**config.mk**
```make
export PLATFORM = sky130hd
export DESIGN_NAME = segment_reduce_csr_flat
export DESIGN_NICKNAME = d
export VERILOG_FILES = /design/src/rtl/segred_pkg.sv /design/src/rtl/segred_if.sv /design/src/rtl/segred_ctrl.sv /design/src/rtl/segred_dp.sv /design/src/rtl/segment_reduce_csr.sv /design/src/flat_wrapper.sv
export SDC_FILE = /design/constraint.sdc
export NUM_CORES = 2
export LEC_CHECK = 0
export BUFFER_PORTS_ARGS = -buffer_cell sky130_fd_sc_hd__buf_2
export CORE_UTILIZATION = 60
export DETAILED_ROUTE_END_ITERATION = 7
export PLACE_DENSITY = 0.78
export SLEW_MARGIN = 20
export SYNTH_ARGS = -nofsm -noshare
export SYNTH_HDL_FRONTEND = slang
export SYNTH_SLANG_ARGS = --single-unit
```
**constraint.sdc**
```tcl
create_clock -name clk -period 13.1 [get_ports clk]
set_input_delay 0.655 -clock clk [delete_from_list [all_inputs] [get_ports clk]]
set_output_delay 0.655 -clock clk [all_outputs]
set_load 0.02 [all_outputs]
```
**src/rtl/segred_pkg.sv**
```systemverilog
package segred_pkg;

    localparam int VALUE_W = 32;
    localparam int POS_W   = 24;
    localparam int LANE_W  = 3;
    localparam int COUNT_W = 24;
    localparam int MODE_W  = 2;
    localparam int CFG_IDX_W  = 8;
    localparam int CFG_DATA_W = 32;
    localparam int DIV_STEPS  = 32;
    localparam int DIV_CNT_W  = 6;

    localparam logic [CFG_IDX_W-1:0] CFG_REDUCE_MODE = 8'd0;
    localparam logic [CFG_IDX_W-1:0] CFG_EMPTY_ARG   = 8'd1;

    localparam logic [COUNT_W-1:0] COUNT_MAX = {COUNT_W{1'b1}};

    typedef enum logic [MODE_W-1:0] {
        MODE_SUM  = 2'd0,
        MODE_MEAN = 2'd1,
        MODE_MIN  = 2'd2,
        MODE_MAX  = 2'd3
    } mode_t;

    typedef enum logic {
        ST_IDLE   = 1'b0,
        ST_DIVIDE = 1'b1
    } ctrl_state_t;

    typedef struct packed {
        logic in_valid;
        logic mean_close;
        logic div_done;
        logic out_free;
    } dp_status_t;

    typedef struct packed {
        logic in_ready;
        logic accept;
        logic div_start;
        logic div_load;
    } ctrl_cmd_t;

endpackage

```
**src/rtl/segred_if.sv**
```systemverilog
interface segred_item_if;
    logic                                 valid;
    logic                                 ready;
    logic signed [segred_pkg::VALUE_W-1:0] value;
    logic [segred_pkg::POS_W-1:0]          element_position;
    logic [segred_pkg::LANE_W-1:0]         lane;
    logic                                 segment_last;
    logic                                 segment_empty;

    modport source (output valid, value, element_position, lane, segment_last, segment_empty,
                    input ready);
    modport sink (input valid, value, element_position, lane, segment_last, segment_empty,
                  output ready);
endinterface

interface segred_result_if;
    logic                                 valid;
    logic                                 ready;
    logic signed [segred_pkg::VALUE_W-1:0] result_value;
    logic [segred_pkg::POS_W-1:0]          arg_position;
    logic [segred_pkg::LANE_W-1:0]         result_lane;

    modport source (output valid, result_value, arg_position, result_lane, input ready);
    modport sink (input valid, result_value, arg_position, result_lane, output ready);
endinterface

interface segred_cfg_if;
    logic                                valid;
    logic                                ready;
    logic [segred_pkg::CFG_IDX_W-1:0]     index;
    logic [segred_pkg::CFG_DATA_W-1:0]    data;

    modport source (output valid, index, data, input ready);
    modport sink (input valid, index, data, output ready);
endinterface

```
**src/rtl/segred_ctrl.sv**
```systemverilog
module segred_ctrl (
    input  logic                   clk,
    input  logic                   rst_n,
    input  segred_pkg::dp_status_t status,
    output segred_pkg::ctrl_cmd_t  cmd
);

    segred_pkg::ctrl_state_t state_reg;
    segred_pkg::ctrl_state_t state_next;

    always_ff @(posedge clk or negedge rst_n)
    begin
        if (!rst_n)
        begin
            state_reg <= segred_pkg::ST_IDLE;
        end
        else
        begin
            state_reg <= state_next;
        end
    end

    always_comb
    begin
        state_next = state_reg;
        case (state_reg)
            segred_pkg::ST_IDLE:
            begin
                if (status.out_free && status.in_valid && status.mean_close)
                begin
                    state_next = segred_pkg::ST_DIVIDE;
                end
            end
            segred_pkg::ST_DIVIDE:
            begin
                if (status.div_done && status.out_free)
                begin
                    state_next = segred_pkg::ST_IDLE;
                end
            end
            default:
            begin
                state_next = segred_pkg::ST_IDLE;
            end
        endcase
    end

    always_comb
    begin
        cmd = '0;
        case (state_reg)
            segred_pkg::ST_IDLE:
            begin
                cmd.in_ready  = status.out_free;
                cmd.accept    = status.out_free && status.in_valid;
                cmd.div_start = status.out_free && status.in_valid && status.mean_close;
            end
            segred_pkg::ST_DIVIDE:
            begin
                cmd.div_load = status.div_done && status.out_free;
            end
            default:
            begin
                cmd = '0;
            end
        endcase
    end

endmodule

```
**src/rtl/segred_dp.sv**
```systemverilog
module segred_dp #(
    parameter int LANES = 8
) (
    input  logic                   clk,
    input  logic                   rst_n,
    segred_item_if.sink            src,
    segred_result_if.source        res,
    segred_cfg_if.sink             cfg,
    input  segred_pkg::ctrl_cmd_t  cmd,
    output segred_pkg::dp_status_t status
);

    localparam int DEPTH = (LANES < 8) ? LANES : 8;
    localparam int IDX_W = (DEPTH > 1) ? $clog2(DEPTH) : 1;
    localparam int NSLOT = 2 ** IDX_W;
    localparam int LCMP_W = 8;

    logic [segred_pkg::MODE_W-1:0]  mode_reg;
    logic [segred_pkg::POS_W-1:0]   empty_arg_reg;

    logic [segred_pkg::VALUE_W-1:0] acc_reg   [0:NSLOT-1];
    logic [segred_pkg::COUNT_W-1:0] count_reg [0:NSLOT-1];
    logic [segred_pkg::POS_W-1:0]   best_reg  [0:NSLOT-1];

    logic                           out_valid_reg;
    logic signed [segred_pkg::VALUE_W-1:0] out_value_reg;
    logic [segred_pkg::POS_W-1:0]   out_arg_reg;
    logic [segred_pkg::LANE_W-1:0]  out_lane_reg;

    logic [segred_pkg::DIV_CNT_W-1:0] div_cnt_reg;
    logic [segred_pkg::VALUE_W-1:0]   div_quo_reg;
    logic [segred_pkg::COUNT_W:0]     div_rem_reg;
    logic [segred_pkg::COUNT_W:0]     div_den_reg;
    logic                             div_neg_reg;
    logic [segred_pkg::LANE_W-1:0]    div_lane_reg;

    logic [IDX_W-1:0]               idx;
    logic                           lane_ok;
    logic                           is_minmax;
    logic [segred_pkg::VALUE_W-1:0] cur_acc;
    logic [segred_pkg::COUNT_W-1:0] cur_count;
    logic [segred_pkg::POS_W-1:0]   cur_best;
    logic [segred_pkg::VALUE_W-1:0] acc_next;
    logic [segred_pkg::COUNT_W-1:0] count_next;
    logic [segred_pkg::POS_W-1:0]   best_next;
    logic                           fire;
    logic                           closes;
    logic                           load_direct;
    logic [segred_pkg::VALUE_W-1:0] direct_value;
    logic [segred_pkg::POS_W-1:0]   direct_arg;
    logic [segred_pkg::VALUE_W-1:0] dvd_mag;
    logic [segred_pkg::COUNT_W:0]   rem_shift;
    logic                           rem_ge;
    logic [segred_pkg::VALUE_W-1:0] div_result;

    assign idx       = src.lane[IDX_W-1:0];
    assign lane_ok   = (LCMP_W'(src.lane) < LCMP_W'(LANES));
    assign is_minmax = (mode_reg == segred_pkg::MODE_MIN) || (mode_reg == segred_pkg::MODE_MAX);
    assign cur_acc   = acc_reg[idx];
    assign cur_count = count_reg[idx];
    assign cur_best  = best_reg[idx];
    assign fire      = cmd.accept && lane_ok;
    assign closes    = src.segment_last || src.segment_empty;

    always_comb
    begin
        acc_next   = cur_acc;
        best_next  = cur_best;
        count_next = cur_count;
        if (cur_count == '0)
        begin
            acc_next  = src.value;
            best_next = src.element_position;
        end
        else
        begin
            case (mode_reg)
                segred_pkg::MODE_MIN:
                begin
                    if ($signed(src.value) < $signed(cur_acc))
                    begin
                        acc_next  = src.value;
                        best_next = src.element_position;
                    end
                end
                segred_pkg::MODE_MAX:
                begin
                    if ($signed(src.value) > $signed(cur_acc))
                    begin
                        acc_next  = src.value;
                        best_next = src.element_position;
                    end
                end
                default:
                begin
                    acc_next = cur_acc + src.value;
                end
            endcase
        end
        if (cur_count != segred_pkg::COUNT_MAX)
        begin
            count_next = cur_count + 1'b1;
        end
    end

    always_comb
    begin
        direct_value = '0;
        direct_arg   = '0;
        if (src.segment_empty)
        begin
            direct_arg = is_minmax ? empty_arg_reg : '0;
        end
        else
        begin
            direct_value = acc_next;
            direct_arg   = is_minmax ? best_next : '0;
        end
    end

    assign load_direct = fire && closes &&
                         !(!src.segment_empty && mode_reg == segred_pkg::MODE_MEAN);

    assign status.in_valid   = src.valid;
    assign status.mean_close = lane_ok && !src.segment_empty && src.segment_last &&
                               (mode_reg == segred_pkg::MODE_MEAN);
    assign status.div_done   = (div_cnt_reg == '0);
    assign status.out_free   = !out_valid_reg || res.ready;

    assign src.ready = cmd.in_ready;
    assign cfg.ready = 1'b1;

    always_ff @(posedge clk or negedge rst_n)
    begin
        if (!rst_n)
        begin
            mode_reg      <= segred_pkg::MODE_SUM;
            empty_arg_reg <= '0;
        end
        else if (cfg.valid)
        begin
            if (cfg.index == segred_pkg::CFG_REDUCE_MODE)
            begin
                mode_reg <= cfg.data[segred_pkg::MODE_W-1:0];
            end
            else if (cfg.index == segred_pkg::CFG_EMPTY_ARG)
            begin
                empty_arg_reg <= cfg.data[segred_pkg::POS_W-1:0];
            end
        end
    end

    always_ff @(posedge clk or negedge rst_n)
    begin
        if (!rst_n)
        begin
            for (int i = 0; i < NSLOT; i++)
            begin
                acc_reg[i]   <= '0;
                count_reg[i] <= '0;
                best_reg[i]  <= '0;
            end
        end
        else if (fire)
        begin
            if (closes)
            begin
                acc_reg[idx]   <= '0;
                count_reg[idx] <= '0;
                best_reg[idx]  <= '0;
            end
            else
            begin
                acc_reg[idx]   <= acc_next;
                count_reg[idx] <= count_next;
                best_reg[idx]  <= best_next;
            end
        end
    end

    assign dvd_mag   = acc_next[segred_pkg::VALUE_W-1] ? (~acc_next + 1'b1) : acc_next;
    assign rem_shift = {div_rem_reg[segred_pkg::COUNT_W-1:0], div_quo_reg[segred_pkg::VALUE_W-1]};
    assign rem_ge    = (rem_shift >= div_den_reg);
    assign div_result = div_neg_reg ? (~div_quo_reg + 1'b1) : div_quo_reg;

    always_ff @(posedge clk or negedge rst_n)
    begin
        if (!rst_n)
        begin
            div_cnt_reg <= '0;
        end
        else if (cmd.div_start && lane_ok)
        begin
            div_cnt_reg <= segred_pkg::DIV_CNT_W'(segred_pkg::DIV_STEPS);
        end
        else if (div_cnt_reg != '0)
        begin
            div_cnt_reg <= div_cnt_reg - 1'b1;
        end
    end

    always_ff @(posedge clk)
    begin
        if (cmd.div_start && lane_ok)
        begin
            div_quo_reg  <= dvd_mag;
            div_rem_reg  <= '0;
            div_den_reg  <= {1'b0, count_next};
            div_neg_reg  <= acc_next[segred_pkg::VALUE_W-1];
            div_lane_reg <= src.lane;
        end
        else if (div_cnt_reg != '0)
        begin
            div_quo_reg <= {div_quo_reg[segred_pkg::VALUE_W-2:0], rem_ge};
            div_rem_reg <= rem_ge ? (rem_shift - div_den_reg) : rem_shift;
        end
    end

    always_ff @(posedge clk or negedge rst_n)
    begin
        if (!rst_n)
        begin
            out_valid_reg <= 1'b0;
        end
        else if (load_direct || cmd.div_load)
        begin
            out_valid_reg <= 1'b1;
        end
        else if (res.ready)
        begin
            out_valid_reg <= 1'b0;
        end
    end

    always_ff @(posedge clk)
    begin
        if (load_direct)
        begin
            out_value_reg <= direct_value;
            out_arg_reg   <= direct_arg;
            out_lane_reg  <= src.lane;
        end
        else if (cmd.div_load)
        begin
            out_value_reg <= div_result;
            out_arg_reg   <= '0;
            out_lane_reg  <= div_lane_reg;
        end
    end

    assign res.valid        = out_valid_reg;
    assign res.result_value = out_value_reg;
    assign res.arg_position = out_arg_reg;
    assign res.result_lane  = out_lane_reg;

endmodule

```
**src/rtl/segment_reduce_csr.sv**
```systemverilog
// Channel | Direction | Carries
// src     | in        | value, element_position, lane, segment_last, segment_empty
// res     | out       | result_value, arg_position, result_lane
// cfg     | in        | index, data (0 reduce_mode, 1 empty_arg_index)
//
// An accepted item whose lane is below LANES updates its lane's registers when it is taken.
// A closing item in mean mode holds off further input while the serial
// divider produces one quotient bit per cycle; no other item holds off the input.
// The result register frees the input side unless it still holds an untaken item.
// Reset clears the lane registers, the configuration and the result valid flag at once.
module segment_reduce_csr #(
    parameter int LANES = 8
) (
    input  logic             clk,
    input  logic             rst_n,
    segred_item_if.sink      src,
    segred_result_if.source  res,
    segred_cfg_if.sink       cfg
);

    segred_pkg::dp_status_t status;
    segred_pkg::ctrl_cmd_t  cmd;

    segred_ctrl u_ctrl (
        .clk    (clk),
        .rst_n  (rst_n),
        .status (status),
        .cmd    (cmd)
    );

    segred_dp #(
        .LANES (LANES)
    ) u_dp (
        .clk    (clk),
        .rst_n  (rst_n),
        .src    (src),
        .res    (res),
        .cfg    (cfg),
        .cmd    (cmd),
        .status (status)
    );

endmodule
```
**src/flat_wrapper.sv**
```systemverilog
// flat-port wrapper written by rule: the top's interface ports become plain ports
module segment_reduce_csr_flat 
#(
    parameter int LANES = 8
)
  (clk, rst_n, src_valid, src_value, src_element_position, src_lane, src_segment_last, src_segment_empty, src_ready, res_valid, res_result_value, res_arg_position, res_result_lane, res_ready, cfg_valid, cfg_index, cfg_data, cfg_ready);
  segred_item_if src_i ();
  segred_result_if res_i ();
  segred_cfg_if cfg_i ();
  input  logic clk;
  input  logic rst_n;
  input wire logic [$bits(src_i.valid)-1:0] src_valid;
  input wire logic [$bits(src_i.value)-1:0] src_value;
  input wire logic [$bits(src_i.element_position)-1:0] src_element_position;
  input wire logic [$bits(src_i.lane)-1:0] src_lane;
  input wire logic [$bits(src_i.segment_last)-1:0] src_segment_last;
  input wire logic [$bits(src_i.segment_empty)-1:0] src_segment_empty;
  output wire logic [$bits(src_i.ready)-1:0] src_ready;
  output wire logic [$bits(res_i.valid)-1:0] res_valid;
  output wire logic [$bits(res_i.result_value)-1:0] res_result_value;
  output wire logic [$bits(res_i.arg_position)-1:0] res_arg_position;
  output wire logic [$bits(res_i.result_lane)-1:0] res_result_lane;
  input wire logic [$bits(res_i.ready)-1:0] res_ready;
  input wire logic [$bits(cfg_i.valid)-1:0] cfg_valid;
  input wire logic [$bits(cfg_i.index)-1:0] cfg_index;
  input wire logic [$bits(cfg_i.data)-1:0] cfg_data;
  output wire logic [$bits(cfg_i.ready)-1:0] cfg_ready;
  assign src_i.valid = src_valid;
  assign src_i.value = src_value;
  assign src_i.element_position = src_element_position;
  assign src_i.lane = src_lane;
  assign src_i.segment_last = src_segment_last;
  assign src_i.segment_empty = src_segment_empty;
  assign src_ready = src_i.ready;
  assign res_valid = res_i.valid;
  assign res_result_value = res_i.result_value;
  assign res_arg_position = res_i.arg_position;
  assign res_result_lane = res_i.result_lane;
  assign res_i.ready = res_ready;
  assign cfg_i.valid = cfg_valid;
  assign cfg_i.index = cfg_index;
  assign cfg_i.data = cfg_data;
  assign cfg_ready = cfg_i.ready;
  segment_reduce_csr #(.LANES(LANES)) u_core (.clk(clk), .rst_n(rst_n), .src(src_i), .res(res_i), .cfg(cfg_i));
endmodule
```
==> results.txt <==
vias in the first global route - 31490
Worst R2R Setup Slack - 6.45 ns
routing usage on met2 - 0.5183
layout cell share with drive strength beyond 1 - 0.1339
kind of end point of the critical path - flip-flop
count of nets after finishing - 4367
Max Fclk - 122.8 MHz
area of the die - 68690 um^2
clock root buffer master - sky130_fd_sc_hd__clkbuf_16
reg2reg path depth - 17
post-CTS setup buffer count - 0
post-synthesis mux area share - 0.06341
post-synthesis register bit count - 817
sequential fraction of the synthesis area - 0.5154
leftover overflow at the end of global routing - 0
Resized cells post-CTS - 0
post-synthesis compound-gate area fraction - 0.1865
first drt pass iteration count - 7
end-of-flow core utilization - 0.6729
Simple-Gate Fraction of Synth Area - 0.1390
source-to-sink clock delay at the later pin of the worst-skew pair - 0.64 ns
maximum number of pins on one net before global-route repair - 185
dominant register cell in the synthesized netlist - sky130_fd_sc_hd__dfrtp_1
leakage component of the power - 19.77 nW
routing usage on met1 - 0.4485
critical path start-end classification - primary input to flip-flop
antenna viol nets, final - 0
mean post-synth cell area - 9.747 um^2
area of the mapped netlist - 40590 um^2
die boundary width - 262.1 um
highest-utilization routing layer at the global route stage - met2
iteration-0 DRC count of the detailed router - 3568
Mapped Cells - 4164
Post-synth ARST share - 0.8250
Max Root-Sink Buffers - 3
Area Overhead vs Synth - 9.966%
Post-CTS Hold Fix Bufs - 0
Via density - 6.346
slew of the pin with the lowest slew margin - 1.154 ns
P per Cell Area - 175.1 nW/um^2
total setup violations reported at the end of the flow - 0
reg-to-reg critical path startpoint - u_core.u_dp.acc_reg[38]
Hold Violations, Final - 0
maximum fanout encountered on the critical timing path - 54
number of max-capacitance violations reported - 0
Port-buffer cells - 158
critical path arrival - 8.50 ns
critical path cell sequence - buf_4 -> buf_4 -> nand2_1 -> nor2_2 -> buf_4 -> a22oi_1 -> nand4_1 -> inv_1 -> ha_1 -> nand4_1 -> nor4_1 -> a21boi_0 -> o41ai_1 -> a41oi_1 -> mux2_2 -> nand2_1 -> o211ai_1 -> nand2_1 -> or4b_4 -> nor4b_2 -> a41oi_1 -> xnor2_1 -> o21ai_1
Clock transition at path regs - 0.06 ns
final worst-path cycle share - 0.6216
number of warnings reported in the yosys synthesis log - 0
number of flip-flops under the largest register name - 256
global-route wire length before repair - 174400 um
main combinational cell family by area after synthesis - compound AO/OA/AOI/OAI gates
final critical path time including I/O delays and setup - 8.143 ns
DRC violation count after routing - 0
Total Neg Setup Slack - 0 ns
RSZ-0062 raised after global routing - false
die height - 262.1 um
global placement routability congestion - 0.9322
Synth Area in XOR/XNOR - 0.02633
clk sink count - 817
TritonCTS clock tree - built
vias after detailed routing - 32360
worst reg2reg path endpoint - u_core.u_dp.div_quo_reg[30]
final clock skew - 0.01810 ns
DP HPWL - 67030 um
starting density of the core - 0.6119
initial antenna violation count - 1
maximum vdd ir drop - 113.3 uV
routed len/inst - 21.61 um
number of buffers created by CTS - 84
longest individual stage delay on the worst path - 0.68 ns
number of placement rows - 94
Floorplan Core Area - 66330 um^2
number of distinct library cells after synthesis - 85
total wire length after detailed routing - 110200 um
adder and majority gate portion of the synthesized area - 0.02935
max_slew headroom - 0.2306
worst hold-check path type - primary input to async pin
H-tree lvl count - 3
Mapped Nets - 4364
global-route track usage on met3 - 0.04977
result of the run - complete, no violations
Crit-path slowest cell - sky130_fd_sc_hd__o211ai_1
number of enable flip-flop cells after synthesis - 119
Top-Level Pins - 168
max-slew violation total from the final report - 0
Worst Setup Start Kind - primary input
combined global-route utilization of all metal layers - 0.3259
Req. time, crit path - 13.46 ns
final cells by class:
cell class	count	area (um^2)
tap	864	1081
clock inverter	28	247.7
antenna	2	5.005
timing repair buffer	221	1305
inverter	113	424.2
clock buffer	124	2466
fill	5158	21700
sequential	817	20920
multi-input combinational	2930	18180
cell usage after synthesis (all sizes together) (18+ instances only):
| cell | count | share of area |
|---|---|---|
| xor2 | 67 | 0.014 |
| a211oi | 26 | 0.0048 |
| and3 | 20 | 0.0031 |
| mux4 | 18 | 0.010 |
| a31oi | 21 | 0.0032 |
| mux2 | 157 | 0.044 |
| nand3 | 47 | 0.0058 |
| nand2 | 693 | 0.064 |
| nor2b | 23 | 0.0035 |
| a22o | 20 | 0.0043 |
| o22ai | 120 | 0.018 |
| o21ai | 557 | 0.069 |
| ha | 92 | 0.028 |
| buf | 46 | 0.0056 |
| clkbuf | 258 | 0.024 |
| dfxtp | 24 | 0.012 |
| a221oi | 41 | 0.0088 |
| o31ai | 88 | 0.016 |
| or4 | 21 | 0.0039 |
| nor2 | 206 | 0.020 |
| mux2i | 40 | 0.0099 |
| a21oi | 141 | 0.017 |
| inv | 111 | 0.010 |
| nand4 | 32 | 0.0049 |
| nand2b | 59 | 0.0091 |
| edfxtp | 119 | 0.088 |
| xnor2 | 55 | 0.012 |
| and2 | 25 | 0.0039 |
| nor3 | 55 | 0.0068 |
| a22oi | 102 | 0.019 |
| dfrtp | 674 | 0.42 |
placed cells by master, fill, tap and decap left out, types with 41 or more instances in the layout:
| cell | n |
|---|---|
| sky130_fd_sc_hd__o22ai_1 | 120 |
| sky130_fd_sc_hd__mux2_2 | 156 |
| sky130_fd_sc_hd__ha_1 | 92 |
| sky130_fd_sc_hd__edfxtp_1 | 119 |
| sky130_fd_sc_hd__nor3_1 | 50 |
| sky130_fd_sc_hd__nor2_1 | 197 |
| sky130_fd_sc_hd__a221oi_1 | 41 |
| sky130_fd_sc_hd__dfrtp_1 | 673 |
| sky130_fd_sc_hd__xnor2_1 | 55 |
| sky130_fd_sc_hd__a22oi_1 | 102 |
| sky130_fd_sc_hd__xor2_1 | 67 |
| sky130_fd_sc_hd__buf_2 | 156 |
| sky130_fd_sc_hd__nand3_1 | 46 |
| sky130_fd_sc_hd__inv_1 | 109 |
| sky130_fd_sc_hd__buf_4 | 61 |
| sky130_fd_sc_hd__o31ai_1 | 88 |
| sky130_fd_sc_hd__clkbuf_16 | 87 |
| sky130_fd_sc_hd__nand2b_1 | 59 |
| sky130_fd_sc_hd__o21ai_0 | 536 |
| sky130_fd_sc_hd__nand2_1 | 685 |
| sky130_fd_sc_hd__a21oi_1 | 141 |
worst max-delay path, delay by kind of cell:
family	cells	cell delay, ns
and+or+nand+nor	9	3.14
AOI/OAI and AO/OA	7	1.88
buffers and inverters	4	1.53
muxes	1	0.59
adders and majority gates	1	0.40
xor gates and xnor gates	1	0.19
cell families after synthesis:
group	Yosys count
AO/OA/AOI/OAI	1238
other	1
XOR/XNOR	122
buffers and inverters	417
AND/OR/NAND/NOR	1260
flip-flops	817
multiplexers	215
adder cells (fa/ha/maj)	94
how the worst max path moves through the flow:
stage,from,to,slack [ns]
after floorplan,src_lane[2],u_core.u_dp.div_quo_reg[30],5.91
after global placement,src_lane[1],u_core.u_dp.div_quo_reg[30],4.47
after detailed placement,src_lane[1],u_core.u_dp.div_quo_reg[30],4.43
after CTS,src_lane[1],u_core.u_dp.div_quo_reg[30],5.13
after global routing,src_lane[1],u_core.u_dp.div_quo_reg[27],4.62
final,src_lane[1],u_core.u_dp.div_quo_reg[30],4.96
through the flow:
step	total power, mW	std cells	area, um^2	hold WS, ns	worst slack [ns]
global route	8.210	5097	44630	0.1546	4.618
CTS	7.804	5097	44620	0.1028	5.129
global placement	5.369	4944	41910	0.4540	4.466
detailed placement	5.445	4945	41910	0.4649	4.430
floorplan	4.776	4164	40590	0.3594	5.912
finish	7.814	5099	44630	0.07766	4.957
metal layers:
metal  wire length (um)  part of all wire  vias up
met2              51210              0.46     1373
met5                  0                 0        -
met4               3934             0.036        0
li1                   -                 -    14890
met3               8531             0.077      221
met1              46520              0.42    15870
where the power goes:
part           total [mW]  internal, mW  switching [mW]
combinational        2.14         0.793            1.34
sequential           3.31          3.05           0.268
clock                2.36          1.37           0.998
total                7.81          5.20            2.61
Power figures use the tool's default switching activity.
